**src/sv/lap3x3_pkg.sv**
```systemverilog
// Shared types and constants for the 3x3 Laplacian filter core.
// No dependencies; every other file of the block but the line store refers to this package.
`timescale 1ns / 1ps

package lap3x3_pkg;

	// Default capacity of the line stores, in pixels per row.
	localparam int MaxWidth = 1024;

	// Field widths fixed by the interface.
	localparam int PixelBits = 8;
	localparam int LapBits = 12;
	localparam int FwBits = 11;
	localparam int FhBits = 13;
	localparam int CfgBits = 13;

	// Row counters: the input row runs up to one past the frame height while draining.
	localparam int InRowBits = 13;
	localparam int OutRowBits = 12;

	// Register limits and reset values.
	localparam int HeightLimit = 4096;
	localparam int WidthReset = 1024;
	localparam int HeightReset = 1024;

	// Result queue depth, which also sets how many items may be in flight.
	localparam int FifoDepth = 4;

	// Configuration register indexes.
	typedef enum logic {
		RegFrameWidth,
		RegFrameHeight
	} cfg_reg_t;

	typedef logic [PixelBits-1:0] pix_t;

	// One window column: index 0 is the upper row, index 2 the lower row.
	typedef pix_t [2:0] pix_col_t;

	typedef struct packed {
		logic req_type;
		pix_t pixel;
	} in_item_t;

	typedef struct packed {
		logic signed [LapBits-1:0] laplacian;
		logic                      frame_last;
	} out_item_t;

endpackage

```
**src/sv/lap3x3_col_cell.sv**
```systemverilog
// One cell of the window chain: holds a three-pixel column and passes it on.
// Depends on lap3x3_pkg for the column type.
`timescale 1ns / 1ps

module lap3x3_col_cell (
	input  logic                 clk,
	input  logic                 arst_n,
	input  logic                 shift_en,
	input  lap3x3_pkg::pix_col_t col_in,
	output lap3x3_pkg::pix_col_t col_q
);

	// The column moves one place along the chain with every active item.
	always_ff @(posedge clk or negedge arst_n) begin
		if (!arst_n) begin
			col_q <= '0;
		end else if (shift_en) begin
			col_q <= col_in;
		end
	end

endmodule

```
**config.mk**
```make
export PLATFORM = sky130hd
export DESIGN_NAME = lap3x3_col_cell
export DESIGN_NICKNAME = d
export VERILOG_FILES = /design/src/sv/lap3x3_pkg.sv /design/src/sv/lap3x3_col_cell.sv
export SDC_FILE = /design/constraint.sdc
export NUM_CORES = 1
export LEC_CHECK = 0
export BUFFER_PORTS_ARGS = -buffer_cell sky130_fd_sc_hd__buf_2
export CAP_MARGIN = 20
export CORE_UTILIZATION = 49
export CTS_BUF_LIST = sky130_fd_sc_hd__clkbuf_4
export DETAILED_ROUTE_END_ITERATION = 16
export PLACE_DENSITY = 0.92
export SLEW_MARGIN = 0
export SYNTH_ARGS = -nofsm -noshare
export SYNTH_HDL_FRONTEND = slang
export SYNTH_SLANG_ARGS = --single-unit
```
**constraint.sdc**
```tcl
create_clock -name clk -period 1 [get_ports clk]
set_input_delay 0.25 -clock clk [delete_from_list [all_inputs] [get_ports clk]]
set_output_delay 0.25 -clock clk [all_outputs]
set_load 0.05 [all_outputs]
```
==> results.py <==
metrics = {
    "cts": {
        "clk-insertion-delay-late_ps": 310,
        "clockRootBuffer": "sky130_fd_sc_hd__clkbuf_4",
        "htree_levels": 1,
        "cts_tree": "yes",
        "cts_made_buffers": 3,
        "clkTransAtPathRegs_ps": 130,
        "clock_tree.buffer_depth": 2,
        "clock_sink_count": 24,
    },
    "setup_path": {
        "worstPathCellList": "buf_6",
        "r2r_start": "col_q[3]$_DFFE_PN0P_",
        "path_depth": 1,
        "timing.critical_path.from": "col_q[10]$_DFFE_PN0P_",
        "timing.reg2reg.worst_path_depth": 3,
        "worst-setup-path-type": "reg2out",
        "arrival_ps": 910,
        "path_max_fanout": 2,
        "slowest_delay_ps": 430,
        "path_delay_family": "flip-flops",
        "critPathCaptureType": "output pin",
        "startpoint_type": "flip-flop",
        "critical_path.slowest_cell": "sky130_fd_sc_hd__dfrtp_1",
        "timing.critical_path.required_ps": 750,
        "crit_buf_inv": 1,
    },
    "synth": {
        "synth.lib_cells_used.distinct": 5,
        "syn_area_per_cell_um2": 19.6,
        "synth-seq-cells": 24,
        "synth_area_um2": 997,
        "synth_nets": 78,
        "yosys_warnings": 0,
        "synth_seq_area_share_pct": 60.2,
        "syn_inst": 51,
    },
    "power": {
        "sw_frac_of_total_pct": 31.0,
        "cell_internal_pwr_uw": 1910,
        "p_leak_uw": 0.000831,
        "sequentialPowerShare_pct": 41.2,
        "vdd_ir_drop_max_mv": 1.83,
        "comb_power_share_pct": 34.1,
        "clkPwrFrac_pct": 24.8,
        "switching_power_uw": 860,
        "power_density_nw_per_um2": 1750,
    },
    "cells_and_area": {
        "final_nets": 149,
        "sequential_cell_area_um2": 601,
        "final.fill_count": 86,
        "area_growth_syn_to_layout_pct": 59.2,
        "largest_reg_flops": 24,
        "largestRegisters": "col_q: 24 flops",
        "multiInputGateArea_um2": 345,
        "finalNonFillerCells": 146,
        "n_antenna_cell": 0,
        "post_route_cells_drive_above_1_share_pct": 79.3,
        "registers.top_by_ff_count": "col_q",
    },
    "detailed_routing": {
        "antenna_left": 0,
        "detail_route.wirelength_mm": 2.22,
        "detailroute.via_count": 705,
        "vias_per_cell": 4.83,
        "drt_iter0_markers": 1,
        "drt_pre_antenna_iters": 2,
        "drt-wirelength-per-cell_um": 15.2,
        "remaining_drc_errors": 0,
    },
    "min_path": {
        "timing.hold.worst.start": "col_in[3]",
        "hp-class": "in2reg",
        "holdPathStages": 2,
    },
    "run_status": {
        "run_status": "complete, but fails checks",
        "violations_in_the_final_reports": "setup timing",
    },
    "sta": {
        "setup_skew_ps": 0,
        "slew-limit-headroom_pct": 66.0,
        "finalHoldViolations": 0,
        "final_period_minus_worst_setup_slack_ps": 1160,
        "totalNegativeSetupSlack_ps": -3360,
        "finalSetupViolations": 25,
        "worst_pin_slew_ps": 510,
        "slew_viol_final": 0,
        "max_freq_mhz": 863,
        "grt_setup_unrepaired": "true",
        "finalHoldWorstSlack_ps": 153,
        "postLayoutSetupSlackWorst_ps": -159,
        "layout_worst_path_cycle_share_pct": 116,
    },
    "global_route": {
        "grt_start_max_net_pins": 25,
        "antenna_found_initial": 0,
        "grt_pass1_vias": 695,
        "gr-total-overflow": 0,
        "grt_first_pass_wirelength_mm": 2.99,
        "track_usage_pct": 20.4,
    },
    "floorplanning": {
        "die_width_um": 47.1,
        "floorplan.initialDensity_pct": 54.8,
        "dieArea_um2": 2220,
        "core_um2": 1820,
        "std_cell_rows": 15,
        "die-height_um": 47.1,
        "top_ports": 51,
    },
    "placed_design": {
        "input_output_buffers": 50,
        "dpl_worst_slack_ps": -81.5,
        "routabilityCongestion": 0.608,
        "placed_cells": 125,
    },
    "flow_run": {
        "timing.max_cap.violations": 0,
    },
}
-- routing by layer --
metal	wire length [µm]	vias up	global-route usage (%)
met5	0	-	0
met4	10	0	5.14
met2	1270	23	37.5
met1	848	361	22.2
li1	-	318	-
met3	90	3	7.31
-- path summary, 6_finish.rpt --
check	slack, ps	end
max	-160	col_q[10]
max in group asynchronous	240	col_q[23]$_DFFE_PN0P_
min	150	col_q[3]$_DFFE_PN0P_
min reg2reg	550	col_q[13]$_DFFE_PN0P_
max reg2reg	-30	col_q[3]$_DFFE_PN0P_
min in group asynchronous	410	col_q[8]$_DFFE_PN0P_
-- placed cells by master (no fill, tap or decap) --
| cell type | instances |
|---|---|
| sky130_fd_sc_hd__mux2_4 | 20 |
| sky130_fd_sc_hd__bufinv_16 | 1 |
| sky130_fd_sc_hd__buf_4 | 17 |
| sky130_fd_sc_hd__buf_12 | 1 |
| sky130_fd_sc_hd__buf_2 | 26 |
| sky130_fd_sc_hd__dfrtp_1 | 24 |
| sky130_fd_sc_hd__clkbuf_4 | 3 |
| sky130_fd_sc_hd__mux2_2 | 4 |
| sky130_fd_sc_hd__dlygate4sd3_1 | 1 |
| sky130_fd_sc_hd__buf_6 | 24 |
-- cell families (layout without fill, tap and decap cells) --
kind of cell | count (synthesis) | after routing | share of synthesized area [%]
buffers and inverters | 3 | 73 | 5.14
muxes | 24 | 24 | 34.6
DFF | 24 | 24 | 60.2
-- area by class of cell --
type | count | area share [%]
Clock inverter | 1 | 1.89
Timing Repair Buffer | 69 | 35.1
Multi-Input combinational cell | 24 | 21.7
Clock buffer | 3 | 1.42
Sequential cell | 24 | 37.8
Tap cell | 25 | 1.97
-- power groups by stage --
stage	combinational [µW]	sequential (µW)	clock (µW)
after floorplan	191	1480	0
after global placement	712	1130	0
after detailed placement	723	1140	0
after CTS	888	1140	699
after global routing	985	1150	748
final	945	1140	688
-- worst register-to-register path: cells and delay by family, from the launching register on --
family	cells	cell delay [ps]
flops	1	420
buf+inv	2	260
mux	1	250
-- stage by stage --
| step | utilization, % | total power (µW) | cell area [µm²] |
|---|---|---|---|
| 2_1_floorplan | - | 1670 | 997 |
| 3_3_place_gp | 68.9 | 1840 | 1250 |
| 3_5_place_dp | 68.9 | 1860 | 1250 |
| 4_1_cts | 83.5 | 2730 | 1520 |
| 5_1_grt | 87.2 | 2880 | 1590 |
| 6_report | 87.2 | 2770 | 1590 |
-- cells in the mapped netlist, drive strengths merged --
master  count  area share (%)
dfrtp      24              60
buf         3             5.1
mux2       24              35
-- timing repair --
action,CTS,global route
setup buffers,7,9
hold buffers,1,0
gates resized for setup,48,0
endpoints found under the setup margin,24,24
endpoints found under the hold margin,24,0
No activity file was read; power rests on OpenSTA's default activity.
