**src/sv/lap3x3_pkg.sv**
```systemverilog
// Shared types and constants for the 3x3 Laplacian filter core.
// No dependencies; every other file of the block but the line store refers to this package.
`timescale 1ns / 1ps

package lap3x3_pkg;

	// Default capacity of the line stores, in pixels per row.
	localparam int MaxWidth = 1024;

	// Field widths fixed by the interface.
	localparam int PixelBits = 8;
	localparam int LapBits = 12;
	localparam int FwBits = 11;
	localparam int FhBits = 13;
	localparam int CfgBits = 13;

	// Row counters: the input row runs up to one past the frame height while draining.
	localparam int InRowBits = 13;
	localparam int OutRowBits = 12;

	// Register limits and reset values.
	localparam int HeightLimit = 4096;
	localparam int WidthReset = 1024;
	localparam int HeightReset = 1024;

	// Result queue depth, which also sets how many items may be in flight.
	localparam int FifoDepth = 4;

	// Configuration register indexes.
	typedef enum logic {
		RegFrameWidth,
		RegFrameHeight
	} cfg_reg_t;

	typedef logic [PixelBits-1:0] pix_t;

	// One window column: index 0 is the upper row, index 2 the lower row.
	typedef pix_t [2:0] pix_col_t;

	typedef struct packed {
		logic req_type;
		pix_t pixel;
	} in_item_t;

	typedef struct packed {
		logic signed [LapBits-1:0] laplacian;
		logic                      frame_last;
	} out_item_t;

endpackage

```
**src/sv/lap3x3_out_fifo.sv**
```systemverilog
// Small result queue that decouples the filter pipeline from the output handshake.
// Depends on lap3x3_pkg for the result item type.
`timescale 1ns / 1ps

module lap3x3_out_fifo #(
	parameter int DEPTH = lap3x3_pkg::FifoDepth
) (
	input  logic                       clk,
	input  logic                       arst_n,
	input  logic                       push,
	input  lap3x3_pkg::out_item_t      push_item,
	input  logic                       pop,
	output logic [$clog2(DEPTH+1)-1:0] fill,
	output logic                       valid,
	output lap3x3_pkg::out_item_t      item
);

	localparam int PtrBits = (DEPTH > 1) ? $clog2(DEPTH) : 1;
	localparam int CntBits = $clog2(DEPTH+1);

	lap3x3_pkg::out_item_t store_q [DEPTH];
	logic [PtrBits-1:0]    wr_ptr_q;
	logic [PtrBits-1:0]    rd_ptr_q;
	logic [CntBits-1:0]    fill_q;

	// Pointers and fill level.
	always_ff @(posedge clk or negedge arst_n) begin
		if (!arst_n) begin
			wr_ptr_q <= '0;
			rd_ptr_q <= '0;
			fill_q   <= '0;
		end else begin
			if (push) begin
				wr_ptr_q <= (int'(wr_ptr_q) == DEPTH - 1) ? '0 : wr_ptr_q + PtrBits'(1);
			end
			if (pop) begin
				rd_ptr_q <= (int'(rd_ptr_q) == DEPTH - 1) ? '0 : rd_ptr_q + PtrBits'(1);
			end
			case ({push, pop})
				2'b10:   fill_q <= fill_q + CntBits'(1);
				2'b01:   fill_q <= fill_q - CntBits'(1);
				default: fill_q <= fill_q;
			endcase
		end
	end

	// Entry storage needs no reset.
	always_ff @(posedge clk) begin
		if (push) begin
			store_q[wr_ptr_q] <= push_item;
		end
	end

	assign fill  = fill_q;
	assign valid = (fill_q != '0);
	assign item  = store_q[rd_ptr_q];

endmodule

```
**config.mk**
```make
export PLATFORM = sky130hd
export DESIGN_NAME = lap3x3_out_fifo
export DESIGN_NICKNAME = d
export VERILOG_FILES = /design/src/sv/lap3x3_pkg.sv /design/src/sv/lap3x3_out_fifo.sv
export SDC_FILE = /design/constraint.sdc
export NUM_CORES = 1
export LEC_CHECK = 0
export BUFFER_PORTS_ARGS = -buffer_cell sky130_fd_sc_hd__buf_2
export CAP_MARGIN = 30
export CORE_MARGIN = 2
export CORE_UTILIZATION = 46
export CTS_BUF_LIST = sky130_fd_sc_hd__clkbuf_8
export CTS_CLUSTER_DIAMETER = 100
export DETAILED_ROUTE_END_ITERATION = 6
export PLACE_DENSITY = 0.7
export SYNTH_ARGS = -nofsm -noshare
export SYNTH_HDL_FRONTEND = slang
export SYNTH_SLANG_ARGS = --single-unit
```
**constraint.sdc**
```tcl
create_clock -name clk -period 1.87 [get_ports clk]
set_clock_uncertainty 0.05 [all_clocks]
set_input_delay 0.187 -clock clk [delete_from_list [all_inputs] [get_ports clk]]
set_output_delay 0.187 -clock clk [all_outputs]
set_load 0.01 [all_outputs]
```
==> impl_metrics.ini, run 1 <==
[run]
drv_cap = 0

[clock_tree]
cts_sinks = 59
clkSlewWorstSetupHoldPaths_ps = 60
clk_path_buf_depth = 2
h-tree-depth = 3
cts_tree = built
numCtsBuffers = 9
clock_latency_ps = 330
root_buffer = clkbuf_8

[logic_synthesis]
synth_area_um2 = 2310
synthFlopType = edfxtp_1
synth_largest_area_cell = edfxtp_1
synth_top_family_by_area = multiplexers
yosys.area_share.simple_pct = 2.11
synth_most_common_cell = edfxtp_1
synth.top_cell.area_share_pct = 67.6
syn_inst = 102
synthArstFlopShare_pct = 11.9
yosysUniqueCellTypes = 18
synth-seq-cells = 59
synth_edf_count = 52
synth-xor-area-share_pct = 1.14
synth_mux_area_share_pct = 15.0
syn_avg_cell_area_um2 = 22.6
synth_nets = 126
ys_seq_area_share_pct = 75.2
synthTopCellsByCount = 52 x edfxtp_1, 8 x mux4_2, 7 x dfrtp_1
synth.area.top_cells = edfxtp_1 68%, mux4_2 7.8%, dfrtp_1 7.6%
yosysWarnings = 0
synth_fa_ha_area_share_pct = 4.12
synth_compound_area_share_pct = 0.433

[grt]
gr-total-overflow = 0
grtUsageTotal_pct = 15.6
grt_pass1_vias = 1169
grt_pass1_wl_mm = 5.84
antenna_found_initial = 0
grt_max_degree = 16

[finish]
syn_to_final_growth_pct = 22.2
layout.nets = 174
drive_above_1_share_pct = 44.5
n_antenna_cell = 0

[timing]
clock.fmax_mhz = 545
slew_headroom_pct = 54.1
rsz0062_at_grt = yes
hold_violations = 0
fin_hold_ws_ps = 24.8
finalSetupTns_ps = 0
period_share_pct = 98.1
worst_slack_ps = 35.4
min_period_ps = 1830
maxSlewViolCount = 0
tightestPinTransition_ps = 689
finalSetupViolations = 0

[die]
core-area_um2 = 4790
dieArea_um2 = 5600
die_w_um = 74.9
start_util_pct = 48.3
io_pins = 34
dieHeight_um = 74.9
std_cell_rows = 25

[pwr]
power.density_nw_per_um2 = 1550
p_leak_uw = 0.00106
p_clk_share_pct = 27.6
combinationalPowerShare_pct = 28.9
total_power_uw = 4370
internal-power_uw = 3160
p_sw_share_pct = 27.7
switchingPower_uw = 1210
pwr-share-seq_pct = 43.5
vdd_drop_max_uv = 874

[placed_design]
portBuffers = 33
globalplace.congestion = 0.688
place_ws_ps = 272

[setup_path]
worstPathRequired_ps = 1630
crit_path_max_fanout = 7
r2r_cells = 2
cp-start-kind = flip-flop
crit_arrival_ps = 1600
criticalPathCategory = flip-flop to output pin
end_kind = output pin

[routing]
final_antenna_net_count = 0
vias = 1121
wire_per_inst_um = 17.3
via_per_inst = 5.05
first_pass_iters = 4
drc = 0
first_iter_violations = 79
routed_wl_mm = 3.84

[min_path]
hold_depth = 1
hp-class = input pin to flip-flop

[status]
outcome = complete, no violations
-- repair_timing --
| action | 4_1_cts | 5_1_grt |
|---|---|---|
| endpoints found under the hold margin | 7 | 0 |
| buffers inserted | 1 | 0 |
| cloned | 0 | 1 |
| hold buffers | 1 | 0 |
| endpoints found under the setup margin | 13 | 7 |
| resized for setup | 1 | 5 |
-- metal layers --
layer	wire [um]	track usage [%]	up-vias
met4	64	7.74	0
li1	-	-	509
met1	1570	18.5	575
met5	0	0	-
met3	165	6.02	8
met2	2040	25.1	29
-- through the flow --
stage	utilization, %	instance area (um2)	std cells
2_1_floorplan	-	2310	102
3_3_place_gp	53.6	2560	203
3_5_place_dp	53.6	2560	203
4_1_cts	58.3	2790	221
5_1_grt	59.0	2820	222
6_report	59.0	2820	222
-- critical path, stage by stage, from the launching register on --
cell	delay [ps]
dfrtp_2	430
buf_12	150
mux4_1	540
buf_2	150
-- worst paths after layout --
path	end	slack [ps]	from
hold reg to reg	fill[2]	440	fill[2]
setup / recovery	item[1]	40	rd_ptr_q[0]
setup reg to reg	store_q[3][12]	260	wr_ptr_q[0]
min in group asynchronous	fill[2]	170	arst_n
max in group asynchronous	rd_ptr_q[0]	1420	arst_n
hold / removal	store_q[2][6]	20	push_item[6]
-- sequential cells by signal, indices dropped and copies added, names as in the netlist --
| register | count |
|---|---|
| store_q | 52 |
| wr_ptr_q | 2 |
| fill | 3 |
| rd_ptr_q | 2 |
-- cell type report --
class                      instances  area (um2)
multi-input combinational         37         518
clock inverter                     7        83.8
inverter                           3        11.3
sequential                        59        1740
timing repair buffer              40         263
tap                               67        83.8
fill                             358        1960
clock buffer                       9         124
-- cell families (layout without fill, tap and decap cells) --
logic type                 after synthesis  count (layout)
xor gates and xnor gates                 3               3
buffers and inverters                    6              59
DFF                                     59              59
and+or+nand+nor                          9               9
muxes                                   16              16
adders and majority gates                7               7
AOI/OAI and AO/OA                        2               2
-- power by group through the flow --
stage          clock network, uW  logic (uW)  registers, uW
6_report                    1210        1260           1900
5_1_grt                     1290        1400           1940
4_1_cts                     1230        1200           1900
3_5_place_dp                   0        1170           1930
3_3_place_gp                   0        1130           1890
2_1_floorplan                  0         831           1850
-- placed cells by master (no fill, tap or decap), drive strengths merged, types with 3 or more instances in the layout --
cell type  synthesis  routed
buf                3      38
clkbuf             0      10
clkinv             0       4
inv                3       4
ha                 6       6
mux4              13      13
and2               4       4
edfxtp            52      52
mux2               3       3
dfrtp              7       7
Power figures use the tool's default switching activity.
==> inputs of run 2 (changes only) <==
--- a/config.mk
+++ b/config.mk
@@ -5,6 +5,7 @@
 export SDC_FILE = /design/constraint.sdc
 export NUM_CORES = 1
 export LEC_CHECK = 0
+export ABC_AREA = 1
 export BUFFER_PORTS_ARGS = -buffer_cell sky130_fd_sc_hd__buf_2
 export CAP_MARGIN = 30
 export CORE_MARGIN = 2
@@ -12,7 +13,7 @@
 export CTS_BUF_LIST = sky130_fd_sc_hd__clkbuf_8
 export CTS_CLUSTER_DIAMETER = 100
 export DETAILED_ROUTE_END_ITERATION = 6
-export PLACE_DENSITY = 0.7
+export PLACE_DENSITY = 0.69
 export SYNTH_ARGS = -nofsm -noshare
 export SYNTH_HDL_FRONTEND = slang
 export SYNTH_SLANG_ARGS = --single-unit
==> impl_metrics.ini, run 2 <==
[logic_synthesis]
synth_largest_area_cell = edfxtp_1
synth-seq-cells = 59
synth_edf_count = 52
syn_inst = 230
synth.top_cell.area_share_pct = 60.8
synth_area_um2 = 2570
ys_seq_area_share_pct = 67.6
synth_most_common_cell = nand2_1
synthArstFlopShare_pct = 11.9
syn_avg_cell_area_um2 = 11.2
synth_nets = 254
yosysWarnings = 0
synthTopCellsByCount = 68 x nand2_1, 52 x edfxtp_1, 38 x inv_1
synth.area.top_cells = edfxtp_1 61%, nand2_1 9.9%, dfrtp_1 6.8%
yosysUniqueCellTypes = 20
synthFlopType = edfxtp_1

[finish]
n_antenna_cell = 0
drive_above_1_share_pct = 19.9
fin_cells = 349
syn_to_final_growth_pct = 15.4
top_register = store_q
num-fill-cells = 474
layout_common_cells = 68 x nand2_1, 52 x edfxtp_1, 38 x inv_1, 33 x buf_2, 27 x nor2_1
largest_reg_flops = 52
final_common_cell = nand2_1
layout.nets = 296

[routing]
first_pass_iters = 4
final_antenna_net_count = 0
first_iter_violations = 91
vias = 1591
wire_per_inst_um = 11.8
routed_wl_mm = 4.10
drc = 0
via_per_inst = 4.56

[grt]
gr-total-overflow = 0
grt_pass1_wl_mm = 6.50
grtUsageTotal_pct = 14.2
grt_pass1_vias = 1427
grt_max_degree = 56
antenna_found_initial = 0

[clock_tree]
clock_latency_ps = 320
cts_sinks = 59
clkSlewWorstSetupHoldPaths_ps = 60
cts_tree = built
ctsResizeCount = 0
post_cts_buffers = 0
root_buffer = clkbuf_8
h-tree-depth = 3
hold_buffers = 1
clk_path_buf_depth = 2
numCtsBuffers = 9

[placed_design]
place_hpwl_mm = 2.59
place_ws_ps = 403
portBuffers = 33
dp.cells = 332
globalplace.congestion = 0.720

[timing]
finalSetupViolations = 0
worst_slack_ps = 138
tightestPinTransition_ps = 484
rsz0062_at_grt = no
period_share_pct = 92.6
hold_violations = 0
clock.fmax_mhz = 577
maxSlewViolCount = 0
slew_headroom_pct = 67.7
min_period_ps = 1730
fin_hold_ws_ps = 28.5
finalSetupTns_ps = 0

[min_path]
hold_depth = 1
hp-start = push_item[5]
hold_end = store_q[3][5]
hp-class = input pin to flip-flop

[setup_path]
crit_path_max_fanout = 27
r2r_start = wr_ptr_q[0]
cp-start-kind = flip-flop
r2r_cells = 5
reg2reg_slack_ps = 420
crit_arrival_ps = 1500
criticalPathCategory = flip-flop to output pin
worstPathRequired_ps = 1630
reg2reg_to = store_q[2][5]
end_kind = output pin

[pwr]
p_leak_uw = 0.00134
power.density_nw_per_um2 = 1440
vdd_drop_max_uv = 673

[die]
io_pins = 34
std_cell_rows = 27
dieHeight_um = 78.7
dieArea_um2 = 6200
core-area_um2 = 5440
start_util_pct = 47.2
die_w_um = 78.7

[status]
outcome = complete, no violations

[run]
drv_cap = 0
## run 2: changes by cell type after synthesis, moves of 2 or more
cell,delta
nand2_1,+67
inv_1,+35
nor2_1,+25
o211ai_1,+12
mux4_2,-8
mux4_1,-5
and2_1,-4
buf_6,+4
mux2_2,-3
a21oi_1,+2
or3_1,-2
## run 2: power breakdown
group	internal, uW	leakage [uW]	total, uW	switching [uW]
Sequential	1710	0.000562	1820	108
Clock	460	0.0000836	918	458
Combinational	584	0.000691	1540	958
## run 2: cell families after synthesis
family          share of synthesized area, %
buf+inv                                 9.06
compound gates                          4.97
fa+ha+maj                               3.70
flops                                   67.6
xor+xnor                               0.341
simple gates                            14.3
## run 2: critical path, cell delays in order, from the launching register on
cell	delay [ps]
dfrtp_1	390
inv_2	370
o211ai_1	170
nand2_1	110
buf_2	130
## run 2: routing by layer
metal	track usage, %	vias to the layer above	routed length (um)	part of all wire [%]
li1	-	823	-	-
met1	17.3	735	1900	46
met2	22.9	28	1960	48
met3	5.23	5	204	5.0
met4	5.79	0	38	0.93
met5	0	-	0	0
## run 2: layout make-up
cell class / instances / area, um2 / share of cell area [%]
Clock buffer: 9 / 124 / 4.18
Tap cell: 72 / 90.1 / 3.04
Multi-Input combinational cell: 123 / 599 / 20.2
Inverter: 39 / 146 / 4.94
Clock inverter: 7 / 35.0 / 1.18
Timing Repair Buffer: 40 / 233 / 7.85
Sequential cell: 59 / 1740 / 58.6
## run 2: worst max path at each step
stage,start,endpoint,slack [ps],cells past startpoint
after floorplan,push,fill[2],470,8
after global placement,push,fill[2],430,8
after detailed placement,push,fill[2],400,8
after CTS,rd_ptr_q[1],item[10],110,4
after global routing,rd_ptr_q[1],item[10],8,5
final,rd_ptr_q[1],item[10],140,4
## run 2: through the flow
stage | total power [uW] | utilization (%) | area, um2
after floorplan | 2990 | - | 2570
after global placement | 3380 | 51.4 | 2800
after detailed placement | 3420 | 51.4 | 2800
after CTS | 4350 | 54.5 | 2960
after global routing | 4610 | 54.5 | 2960
final | 4280 | 54.5 | 2960
